<file path="config.mk">
export PLATFORM = sky130hd
export DESIGN_NAME = grp_controller
export DESIGN_NICKNAME = d
export VERILOG_FILES = /design/src/design/grp_pkg.sv /design/src/design/grp_controller.sv
export SDC_FILE = /design/constraint.sdc
export NUM_CORES = 1
export LEC_CHECK = 0
export BUFFER_PORTS_ARGS = -buffer_cell sky130_fd_sc_hd__buf_2
export CORE_ASPECT_RATIO = 0.7
export CORE_MARGIN = 4
export CORE_UTILIZATION = 56
export DETAILED_ROUTE_END_ITERATION = 6
export PLACE_DENSITY_LB_ADDON = 0.3
export SLEW_MARGIN = 20
export SYNTH_ARGS = -nofsm -noshare
export SYNTH_HDL_FRONTEND = slang
export SYNTH_SLANG_ARGS = --single-unit
</file>
<file path="constraint.sdc">
create_clock -name clock -period 5.6 [get_ports clock]
set_input_delay 0.28 -clock clock [delete_from_list [all_inputs] [get_ports clock]]
set_output_delay 0.28 -clock clock [all_outputs]
set_load 0.02 [all_outputs]
</file>
<file path="src/design/grp_pkg.sv">
`timescale 1ns / 1ps
// Shared types, codes and constants of the Gaussian RBF predictor.
// No dependencies; every other file of the block but grp_ram refers to this package.
package grp_pkg;

   localparam int OPCODE_W = 1;
   localparam int INDEX_W  = 6;
   localparam int COORD_W  = 16;
   localparam int WEIGHT_W = 32;
   localparam int PRED_W   = 48;
   localparam int GAMMA_W  = 24;
   localparam int COUNT_W  = 7;
   localparam int CSR_IDX_W  = 1;
   localparam int CSR_DATA_W = 24;

   localparam logic [GAMMA_W-1:0] GAMMA_RESET = 24'd65536;
   localparam logic [COUNT_W-1:0] COUNT_RESET = 7'd0;

   // One in Q2.30, used while the exponential table is built.
   localparam logic [63:0] FX_ONE = 64'd1 << 30;

   typedef enum logic [OPCODE_W-1:0] {
      OP_LOAD  = 1'b0,
      OP_QUERY = 1'b1
   } opcode_type;

   typedef enum logic [CSR_IDX_W-1:0] {
      CSR_GAMMA   = 1'b0,
      CSR_CENTERS = 1'b1
   } csr_index_type;

   // Commands from the controller to the datapath.
   typedef struct packed {
      logic load;
      logic start;
      logic issue;
      logic finish;
   } cmd_type;

   // Status from the datapath to the controller.
   typedef struct packed {
      logic pipe_busy;
      logic out_free;
   } status_type;

   function automatic logic [63:0] fx_mul(input logic [63:0] a, input logic [63:0] b);
      return (a * b) >> 30;
   endfunction

   // Taylor series of exp(-f) for f in [0, 1], Q2.30 in and out. Evaluated
   // at elaboration only.
   function automatic logic [63:0] exp_neg_unit(input logic [63:0] f);
      logic [63:0] t;
      longint      s;
      t = FX_ONE;
      s = longint'(FX_ONE);
      t = fx_mul(t, f) / 64'd1;  s = s - longint'(t);
      t = fx_mul(t, f) / 64'd2;  s = s + longint'(t);
      t = fx_mul(t, f) / 64'd3;  s = s - longint'(t);
      t = fx_mul(t, f) / 64'd4;  s = s + longint'(t);
      t = fx_mul(t, f) / 64'd5;  s = s - longint'(t);
      t = fx_mul(t, f) / 64'd6;  s = s + longint'(t);
      t = fx_mul(t, f) / 64'd7;  s = s - longint'(t);
      t = fx_mul(t, f) / 64'd8;  s = s + longint'(t);
      t = fx_mul(t, f) / 64'd9;  s = s - longint'(t);
      t = fx_mul(t, f) / 64'd10; s = s + longint'(t);
      t = fx_mul(t, f) / 64'd11; s = s - longint'(t);
      t = fx_mul(t, f) / 64'd12; s = s + longint'(t);
      t = fx_mul(t, f) / 64'd13; s = s - longint'(t);
      t = fx_mul(t, f) / 64'd14; s = s + longint'(t);
      t = fx_mul(t, f) / 64'd15; s = s - longint'(t);
      t = fx_mul(t, f) / 64'd16; s = s + longint'(t);
      return (s < 0) ? 64'd0 : 64'(s);
   endfunction

endpackage

</file>
<file path="src/design/grp_controller.sv">
`timescale 1ns / 1ps
// Controller of the Gaussian RBF predictor: accepts items, walks the center
// memory for a query and hands off to the result register. Depends on grp_pkg.
module grp_controller #(
   parameter int MAX_CENTERS = 64
) (
   input  logic                                  clock,
   input  logic                                  reset,
   input  logic                                  req_valid,
   input  grp_pkg::opcode_type                   req_opcode,
   output logic                                  req_ready,
   input  logic [grp_pkg::COUNT_W-1:0]           centers_in_use,
   input  grp_pkg::status_type                   status,
   output grp_pkg::cmd_type                      cmd,
   output logic [((MAX_CENTERS > 1) ? $clog2(MAX_CENTERS) : 1)-1:0] rd_addr
);
   localparam int AW    = (MAX_CENTERS > 1) ? $clog2(MAX_CENTERS) : 1;
   localparam int CNT_W = $clog2(MAX_CENTERS + 1);
   localparam int NW    = (CNT_W > grp_pkg::COUNT_W) ? CNT_W : grp_pkg::COUNT_W;

   typedef enum logic [1:0] {
      ST_IDLE,
      ST_RUN,
      ST_DRAIN,
      ST_FINISH
   } state_type;

   state_type        state_ff, state_in;
   logic [CNT_W-1:0] addr_ff, addr_in;
   logic [CNT_W-1:0] count_ff, count_in;
   logic [NW-1:0]    count_req;
   logic [CNT_W-1:0] count_lim;
   logic             accept;

   // A count above the memory depth walks the whole memory.
   assign count_req = (NW'(centers_in_use) > NW'(MAX_CENTERS)) ? NW'(MAX_CENTERS)
                                                               : NW'(centers_in_use);
   assign count_lim = CNT_W'(count_req);

   assign req_ready  = (state_ff == ST_IDLE);
   assign accept     = req_valid && req_ready;
   assign cmd.load   = accept && (req_opcode == grp_pkg::OP_LOAD);
   assign cmd.start  = accept && (req_opcode == grp_pkg::OP_QUERY);
   assign cmd.issue  = (state_ff == ST_RUN);
   assign cmd.finish = (state_ff == ST_FINISH) && status.out_free;
   assign rd_addr    = addr_ff[AW-1:0];

   always_comb begin
      state_in = state_ff;
      addr_in  = addr_ff;
      count_in = count_ff;
      unique case (state_ff)
         ST_IDLE: begin
            if (cmd.start) begin
               addr_in  = '0;
               count_in = count_lim;
               state_in = (count_lim == '0) ? ST_DRAIN : ST_RUN;
            end
         end
         ST_RUN: begin
            addr_in = addr_ff + CNT_W'(1);
            if ((addr_ff + CNT_W'(1)) == count_ff) begin
               state_in = ST_DRAIN;
            end
         end
         ST_DRAIN: begin
            if (!status.pipe_busy) begin
               state_in = ST_FINISH;
            end
         end
         ST_FINISH: begin
            if (status.out_free) begin
               state_in = ST_IDLE;
            end
         end
         default: begin
            state_in = ST_IDLE;
         end
      endcase
   end

   always_ff @(posedge clock) begin
      if (reset) begin
         state_ff <= ST_IDLE;
         addr_ff  <= '0;
         count_ff <= '0;
      end else begin
         state_ff <= state_in;
         addr_ff  <= addr_in;
         count_ff <= count_in;
      end
   end

   // The kernel pipeline must be empty whenever a new item can be taken.
   a_idle_empty: assert property (@(posedge clock) disable iff (reset)
      (state_ff == ST_IDLE) |-> !status.pipe_busy)
      else $error("kernel pipeline busy while idle");

   // Every memory read stays inside the count captured for the query.
   a_addr_range: assert property (@(posedge clock) disable iff (reset)
      cmd.issue |-> (addr_ff < count_ff))
      else $error("memory read beyond the active center count");

   // The pipeline only empties out while the controller waits for it.
   a_drain_end: assert property (@(posedge clock) disable iff (reset)
      $fell(status.pipe_busy) |-> (state_ff == ST_DRAIN))
      else $error("pipeline emptied outside the drain phase");
endmodule

</file>
== Yosys cells after proc, flatten, opt, wreduce, memory -nomap -nowiden ==
Cells that the tools add are included.

* Bits in registers: 16
* Input bits: 13
* Output and inout bits: 11
* Logic and storage cells: 33

* Add/subtract/negate cells: 1
* $lt $le $gt $ge: 1
* Equal/unequal tests: 8
* Muxes and demuxes: 9
* Bitwise operators: 1
* Reduce and logical (&&, ||, !) cells: 10

{| class="wikitable"
|+ Operators by type and width
! kind !! number
|-
| $mux W7 || 2
|-
| $pmux W7 S2 || 1
|-
| $mux W2 || 5
|-
| $pmux W2 S4 || 1
|-
| $add A7 B1 Y7 const B || 1
|-
| $eq A7 B7 Y1 || 1
|-
| $gt A7 B7 Y1 const B || 1
|-
| $logic_not A7 Y1 || 1
|-
| $eq A2 B2 Y1 const B || 2
|-
| $logic_and A1 B1 Y1 || 4
|-
| $ne A2 B1 Y1 const B || 2
|-
| $ne A2 B2 Y1 const B || 2
|-
| $reduce_and A2 Y1 || 2
|-
| $reduce_and A4 Y1 || 1
|-
| $eq A2 B1 Y1 const B || 1
|-
| $logic_not A2 Y1 || 1
|-
| $reduce_bool A2 Y1 || 1
|-
| $not A1 Y1 || 1
|}

== Longest topological paths before layout ==
Gate-level depths: netlist of the first run.

* Depth after elaboration: 6
* Mapped depth: 8

== Worst setup path before layout of the first run ==
No wires, ideal clock.

* Path type: flip-flop to flip-flop
* Start point: reg addr_ff[0]
* End point: reg state_ff[0]
* Library setup time: 0.123 ns
* Arrival time: 1.772 ns
* Required time: 5.477 ns
* Path slack: 3.705 ns
* Stages on the path, launching flop included: 7
* Clock period less this slack: 1.895 ns
* Cells stage by stage: dfxtp_1 -> ha_1 -> nand3_1 -> o41ai_1 -> a31oi_1 -> nor3_2 -> mux2_1

* Longest elaborated chain between the ends: 4

{| class="wikitable"
|+ RTL lines
! what !! line !! text
|-
| start: declaration || grp_controller.sv:29 || <nowiki>logic [CNT_W-1:0] addr_ff, addr_in;</nowiki>
|-
| start signal: assignment || grp_controller.sv:89 || <nowiki>addr_ff <= addr_in;</nowiki>
|-
| $add A7 B1 Y7 || grp_controller.sv:62 || <nowiki>if ((addr_ff + CNT_W'(1)) == count_ff) begin</nowiki>
|-
| $eq A7 B7 Y1 || grp_controller.sv:62 ||
|-
| $ne A2 B1 Y1 (no line) || - ||
|-
| $reduce_and A4 Y1 (no line) || - ||
|-
| end signal: assignment || grp_controller.sv:88 || <nowiki>state_ff <= state_in;</nowiki>
|-
| end: declaration || grp_controller.sv:28 || <nowiki>state_type state_ff, state_in;</nowiki>
|}

Every way passes these cells.
A chain may end at the register's enable or synchronous reset.

== Worst setup path in the final report of the first run ==
Ends and elaborated chain as after synthesis.

==> results of run 1 <==
## cells in the final DEF, fill, tap and decap left out, types with 2 or more instances in the layout
| cell | synthesis | layout |
|---|---|---|
| nor3b_1 | 6 | 6 |
| ha_1 | 5 | 5 |
| nor2_1 | 17 | 17 |
| o41ai_1 | 2 | 2 |
| nand3_1 | 4 | 4 |
| nor3_1 | 2 | 2 |
| a211o_1 | 2 | 2 |
| nand2_1 | 4 | 4 |
| clkbuf_4 | 0 | 3 |
| xnor2_1 | 3 | 3 |
| dfxtp_1 | 16 | 16 |
| and2_1 | 2 | 2 |
| o21ai_0 | 5 | 5 |
| inv_1 | 6 | 6 |
| a31oi_1 | 3 | 3 |
| buf_2 | 0 | 23 |
| a21oi_1 | 14 | 14 |
| nor2b_1 | 5 | 5 |
## metrics by stage
stage               setup WS (ps)    util
floorplan                    3705       -
detailed placement           3454  0.6727
global placement             3529  0.6727
CTS                          3437  0.6944
finish                       3396  0.6944
global route                 3144  0.6944
## layer usage
| metal | vias up | track usage |
|---|---|---|
| li1 | 487 | - |
| met1 | 432 | 0.2930 |
| met2 | 47 | 0.3094 |
| met3 | 2 | 0.05539 |
| met4 | 0 | 0.04425 |
| met5 | - | 0 |
## flip-flops by register name, indices dropped and copies added, names as in the netlist
| name | cells |
|---|---|
| addr_ff | 7 |
| count_ff | 7 |
| state_ff | 2 |
## synthesized netlist by cell type, types with 2 or more instances
master,n,area share
a31oi_1,3,0.018
nor2_1,17,0.061
ha_1,5,0.060
nor2b_1,5,0.030
nor3_1,2,0.0096
a211o_1,2,0.017
o41ai_1,2,0.017
clkbuf_1,4,0.014
dfxtp_1,16,0.31
and2_1,2,0.012
nand2_1,4,0.014
o21ai_0,5,0.024
a21oi_1,14,0.067
xnor2_1,3,0.025
buf_4,6,0.043
inv_1,6,0.022
nor3b_1,6,0.043
nand3_1,4,0.019
## worst max-delay path: stages, from the launching register on
cell     delay (ps)
dfxtp_1         460
ha_1            310
nand3_1         160
o41ai_1         390
a31oi_1         110
nor3_2          290
mux2_1          370
## power breakdown
part | switching [µW] | total [µW] | internal (µW)
clock | 40.2 | 79.8 | 39.6
sequential | 10.5 | 134 | 124
combinational | 88.9 | 146 | 57.2
## worst max-delay path by stage
stage,startpoint,endpoint,slack [ps],cells past startpoint
2_1_floorplan,addr_ff[0],state_ff[0],3710,6
5_1_grt,state_ff[1],addr_ff[3],3140,7
3_3_place_gp,addr_ff[0],state_ff[0],3530,6
3_5_place_dp,addr_ff[0],state_ff[0],3450,6
4_1_cts,addr_ff[0],state_ff[0],3440,6
6_report,addr_ff[0],state_ff[0],3400,6
## area by class of cell
| class | instances | share of cell area |
|---|---|---|
| multi-input combinational | 96 | 0.5503 |
| sequential | 16 | 0.2768 |
| timing repair buffer | 23 | 0.09946 |
| clock buffer | 4 | 0.03135 |
| tap | 21 | 0.02270 |
| inverter | 6 | 0.01946 |
## cells by family after synthesis
kind of cell,Yosys count,synth area share
multiplexers,2,0.02038
XOR/XNOR,5,0.05636
flip-flops,16,0.3070
AO/OA/AOI/OAI,35,0.2159
AND/OR/NAND/NOR,49,0.2578
buffers and inverters,17,0.08272
adder cells (fa/ha/maj),5,0.05995
==> metrics.md, run 1 <==
| Metric | Value |
|---|---|
| First-pass GRT wire length | ~4000 µm |
| Mapped Cells | about 130 |
| Largest net degree at the start of global routing | 18 |
| RSZ-0062 raised after global routing | false |
| Antenna Nets Post-Route | 0 |
| Final Hold Fails | 0 |
| CTS max path bufs | 2 |
| Maximum VDD drop | about 230 µV |
| Post-DR wirelength/cell | between 10 and 15 µm |
| Total GRT Usage | 0.2052 |
| # fillers | about 160 |
| Mapped Avg Cell Area | ~8.1 µm² |
| Routability cong. | roughly 0.80 |
| Via count | between 900 and 1000 |
| Final Critical Period | roughly 2200 ps |
| Core region area | 1667 µm² |
| Outcome | complete, no violations |
| Placed insts | between 150 and 200 |
| Non-Filler Instances | 166 |
| Critical path startpoint category | flop |
| Register bit total from synthesis | 16 |
| Final setup fails | 0 |
| Setup slack, reg-to-reg | 3400 ps |
| Worst Hold Path EP | count_ff[6] |
| Met3 WL | between 200 and 250 µm |
| Root Buffer | clkbuf_4 |
| Crit path max fanout | 7 |
| Worst R2R Start | addr_ff[0] |
| Distinct cells, synth | 41 |
| Share of layout cells above drive strength 1 | 0.2138 |
| Max cap viols | 0 |
| Worst Tran Pin Value | around 530 ps |
| Syn-to-layout area delta | 10.91% |
| Clk pin slew, worst setup/hold paths | ~100 ps |
| Initial core utilization | 0.6261 |
| Worst hold slack | ~340 ps |
| Max Slew Vio Count | 0 |
| Die height | 44.12 µm |
| Port bufs | 23 |
| CTS sink count | 16 |
| Yosys warnings | 0 |
| M1 wire length | between 1000 and 1500 µm |
| Mapped Nets | 147 |
| Num CTS Buffers | 3 |
| Nets | around 160 |
| Antenna diode count | 0 |
| Ys flop type | dfxtp_1 |
| Crit path kind | flop to flop |
| R2R Path End | state_ff[0] |
| Hold path start | centers_in_use[6] |
| Worst min path class | input port to flop |
| Antenna violations before repair | 0 |
| Critical Path RT | 5790 ps |
| Number of synthesized flops with an enable pin | 0 |
| Worst Clk Skew | roughly 0.71 ps |
| Max Used Layer | met4 |
| Worst skew pair latency | between 200 and 300 ps |
| R2R depth | 6 |
| GR Overflow Total | 0 |
| Post-synthesis sequential area ratio | 0.3070 |
| Post-CTS Hold Buffers | 0 |
| Post-CTS sizing | 0 |
| Placed cell area | around 1100 µm² |
| F_max | 453.8 MHz |
| Ratio of final minimum period to clock period | 0.3935 |
| WP data arrival | about 2400 ps |
| H-tree depth | 1 |
| Die width | slightly below 60 µm |
| Leak Pwr | roughly 0.00050 µW |
| Iter 0 DRT Violations | 40 |
| Sequential cell area | about 320 µm² |
| Die ar. | about 2600 µm² |
| Multi-input logic area | 636.9 µm² |
| Site Rows | 12 |
| I/O Pins | 24 |
| Relative slew slack | 0.6488 |
| Cell area after synthesis | around 1000 µm² |
| Hpwl dp | around 1900 µm |
| PwrDens | between 300 and 400 nW/µm² |
| TritonCTS clock tree | yes |
| Post-CTS Setup Inserts | 0 |
| Met2 WL | 1061 µm |
| Hold path depth | 3 |
| Post-synth ARST share | 0 |
| Design Power | around 360 µW |
| # DRC | 0 |
| Routed vias/inst | around 5.8 |
| Final wirelength | approximately 2400 µm |
| First-pass DRT Iterations | 4 |
| Post-route cell area | 1157 µm² |
| Setup TNS | 0 ps |
| Vias in the first global route | 870 |
| CP endpoint kind | flop |
Note: power is estimated with default switching activity, not from simulation.
==> inputs of run 2 (changes only) <==
- CORE_UTILIZATION: 56 -> 47
- clock period: 5.6 -> 1.9 ns (I/O delays scaled with it)
==> metrics.md, run 2 (synthesis results as in run 1) <==
| Metric | Value |
|---|---|
| Outcome | complete, no violations |
| Antenna diode count | 0 (unchanged) |
| Initial core utilization | 0.5259 (-0.1003) |
| Worst hold slack | 152.3 ps (-191.1 ps) |
| Core region area | 1984 µm² (+19%) |
| Largest net degree at the start of global routing | 18 (unchanged) |
| Worst min path class | input port to flop |
| Final Critical Period | 1799 ps (-405.1 ps) |
| Crit path max fanout | 8 (+1) |
| Worst Setup SP | addr_ff[2] |
| I/O Pins | 24 (unchanged) |
| First-pass GRT wire length | 4146 µm (+3.4%) |
| Max cap viols | 0 (unchanged) |
| H-tree depth | 1 (unchanged) |
| Worst Hold Path EP | count_ff[6] |
| Hpwl dp | 1923 µm (+3.3%) |
| Die width | 64.32 µm (+7.9%) |
| TritonCTS clock tree | yes |
| Leak Pwr | 0.0005477 µW (+9.5%) |
| Ratio of final minimum period to clock period | 0.9466 (+0.5531) |
| Critical path startpoint category | flop |
| Relative slew slack | 0.7329 (+0.08408) |
| Worst R2R Start | addr_ff[2] |
| R2R depth | 6 (unchanged) |
| Share of layout cells above drive strength 1 | 0.3442 (+0.1304) |
| Final Util | 0.6545 (-0.03997) |
| Site Rows | 13 (+1) |
| GR Overflow Total | 0 (unchanged) |
| Vias in the first global route | 922 (+6.0%) |
| WP buf/inv | 1 (+1) |
| Biggest regs | addr_ff x7, count_ff x7, state_ff x2 |
| Iter 0 DRT Violations | 56 (+40%) |
| Final setup fails | 0 (unchanged) |
| First-pass DRT Iterations | 4 (unchanged) |
| Design Power | 1200 µW (+230%) |
| Most frequent cells in the layout | 23 x buf_2, 17 x nor2_1, 14 x a21oi_1 |
| Critical Path RT | 2100 ps (-3690 ps) |
| Die ar. | 3050 µm² (+16%) |
| Max Slew Vio Count | 0 (unchanged) |
| Crit path kind | flop to flop |
| Final wirelength | 2595 µm (+7.3%) |
| CP endpoint kind | flop |
| Worst Tran Pin Value | 398.9 ps (-128.0 ps) |
| RSZ-0062 raised after global routing | false |
| Setup slack, reg-to-reg | 100 ps (-3290 ps) |
| Die height | 47.43 µm (+7.5%) |
| Worst skew pair latency | 300 ps (about the same) |
| Total GRT Usage | 0.1835 (-0.02170) |
| WP data arrival | 2000 ps (-390 ps) |
| Setup TNS | 0 ps (unchanged) |
| Num CTS Buffers | 3 (unchanged) |
| CTS sink count | 16 (unchanged) |
| Post-DR wirelength/cell | 14.10 µm (-3.2%) |
| R2R Path End | state_ff[0] |
| Maximum VDD drop | 487.0 µV (+110%) |
| Antenna Nets Post-Route | 0 (unchanged) |
| Nets | 173 (+5.5%) |
| CP cell instances | buf_4 -> nand3_1 -> a211o_1 -> a31oi_1 -> nor3_4 -> mux2_4 |
| Most common cell after layout, fill and taps aside | buf_2 |
| Routability cong. | 0.8653 (+7.8%) |
| Delay-heaviest family, CP | compound AO/OA/AOI/OAI gates |
| Via count | 1011 (+4.4%) |
| Hold path start | centers_in_use[6] |
| # DRC | 0 (unchanged) |
| PwrDens | 924.1 nW/µm² (+200%) |
| Placed cell area | 1192 µm² (+6.4%) |
| Clk pin slew, worst setup/hold paths | 110 ps (about the same) |
| Post-route cell area | 1299 µm² (+12%) |
| Antenna violations before repair | 0 (unchanged) |
| Root Buffer | clkbuf_4 |
| Crit path max-delay cell type | a31oi_1 |
| CTS max path bufs | 2 (unchanged) |
| Crit path largest cell delay | 370 ps (-90 ps) |
| Syn-to-layout area delta | 24.46% |
| Port bufs | 23 (unchanged) |
| Final Hold Fails | 0 (unchanged) |
| Worst Clk Skew | 7.617 ps (+6.911 ps) |
| Hold path depth | 3 (unchanged) |
| F_max | 556.0 MHz (+23%) |
| Routed vias/inst | 5.495 (-5.8%) |
run 2: per-layer routing:
layer | GRT usage | up-vias | share of wire | wire (µm)
li1 | - | 504 | - | -
met1 | 0.2194 | 473 | 0.48 | 1247
met2 | 0.3299 | 29 | 0.45 | 1172
met3 | 0.05869 | 5 | 0.059 | 154
met4 | 0.05042 | 0 | 0.0081 | 21
met5 | 0 | - | 0 | 0
run 2: through the flow:
| step | std cells | setup WS (ps) |
|---|---|---|
| 2_1_floorplan | 129 | 4.995 |
| 3_3_place_gp | 179 | 73.44 |
| 3_5_place_dp | 179 | -7.064 |
| 4_1_cts | 183 | 2.404 |
| 5_1_grt | 184 | 10.97 |
| 6_report | 184 | 101.4 |
run 2: what timing repair did:
| action | in CTS | in global routing |
|---|---|---|
| pin swaps | 0 | 4 |
| buffers inserted | 0 | 1 |
| endpoints found under the setup margin | 1 | 2 |
| gates resized for setup | 1 | 15 |
| endpoints found under the hold margin | 0 | 0 |
| hold buffers | 0 | 0 |
run 2: where the power goes:
group / internal, µW / switching (µW) / leakage (µW)
clock network: 117 / 125 / 0.0000210
logic: 265 / 295 / 0.000395
registers: 370 / 28.9 / 0.000131
run 2: worst max path at each step:
stage | to | slack [ps] | cells after the start
after floorplan | state_ff[0] | 5 | 6
after global placement | state_ff[0] | 70 | 6
after detailed placement | state_ff[0] | -7 | 6
after CTS | state_ff[0] | 2 | 7
after global routing | state_ff[1] | 10 | 7
final | state_ff[0] | 100 | 6
run 2: worst register-to-register path: cells and delay by family, from the launching register on:
family,cells,cell delay [ps]
AO/OA/AOI/OAI,2,640
buffers and inverters,1,150
multiplexers,1,300
AND/OR/NAND/NOR,2,260
flip-flops,1,350
run 2: final cells by class:
class	instances	area, µm²
multi-input cells	96	694.4
fillers	176	685.7
flip-flops and latches	16	325.3
repair buffers	32	182.7
well taps	30	37.54
clock buffers	4	36.28
inverters	6	22.52
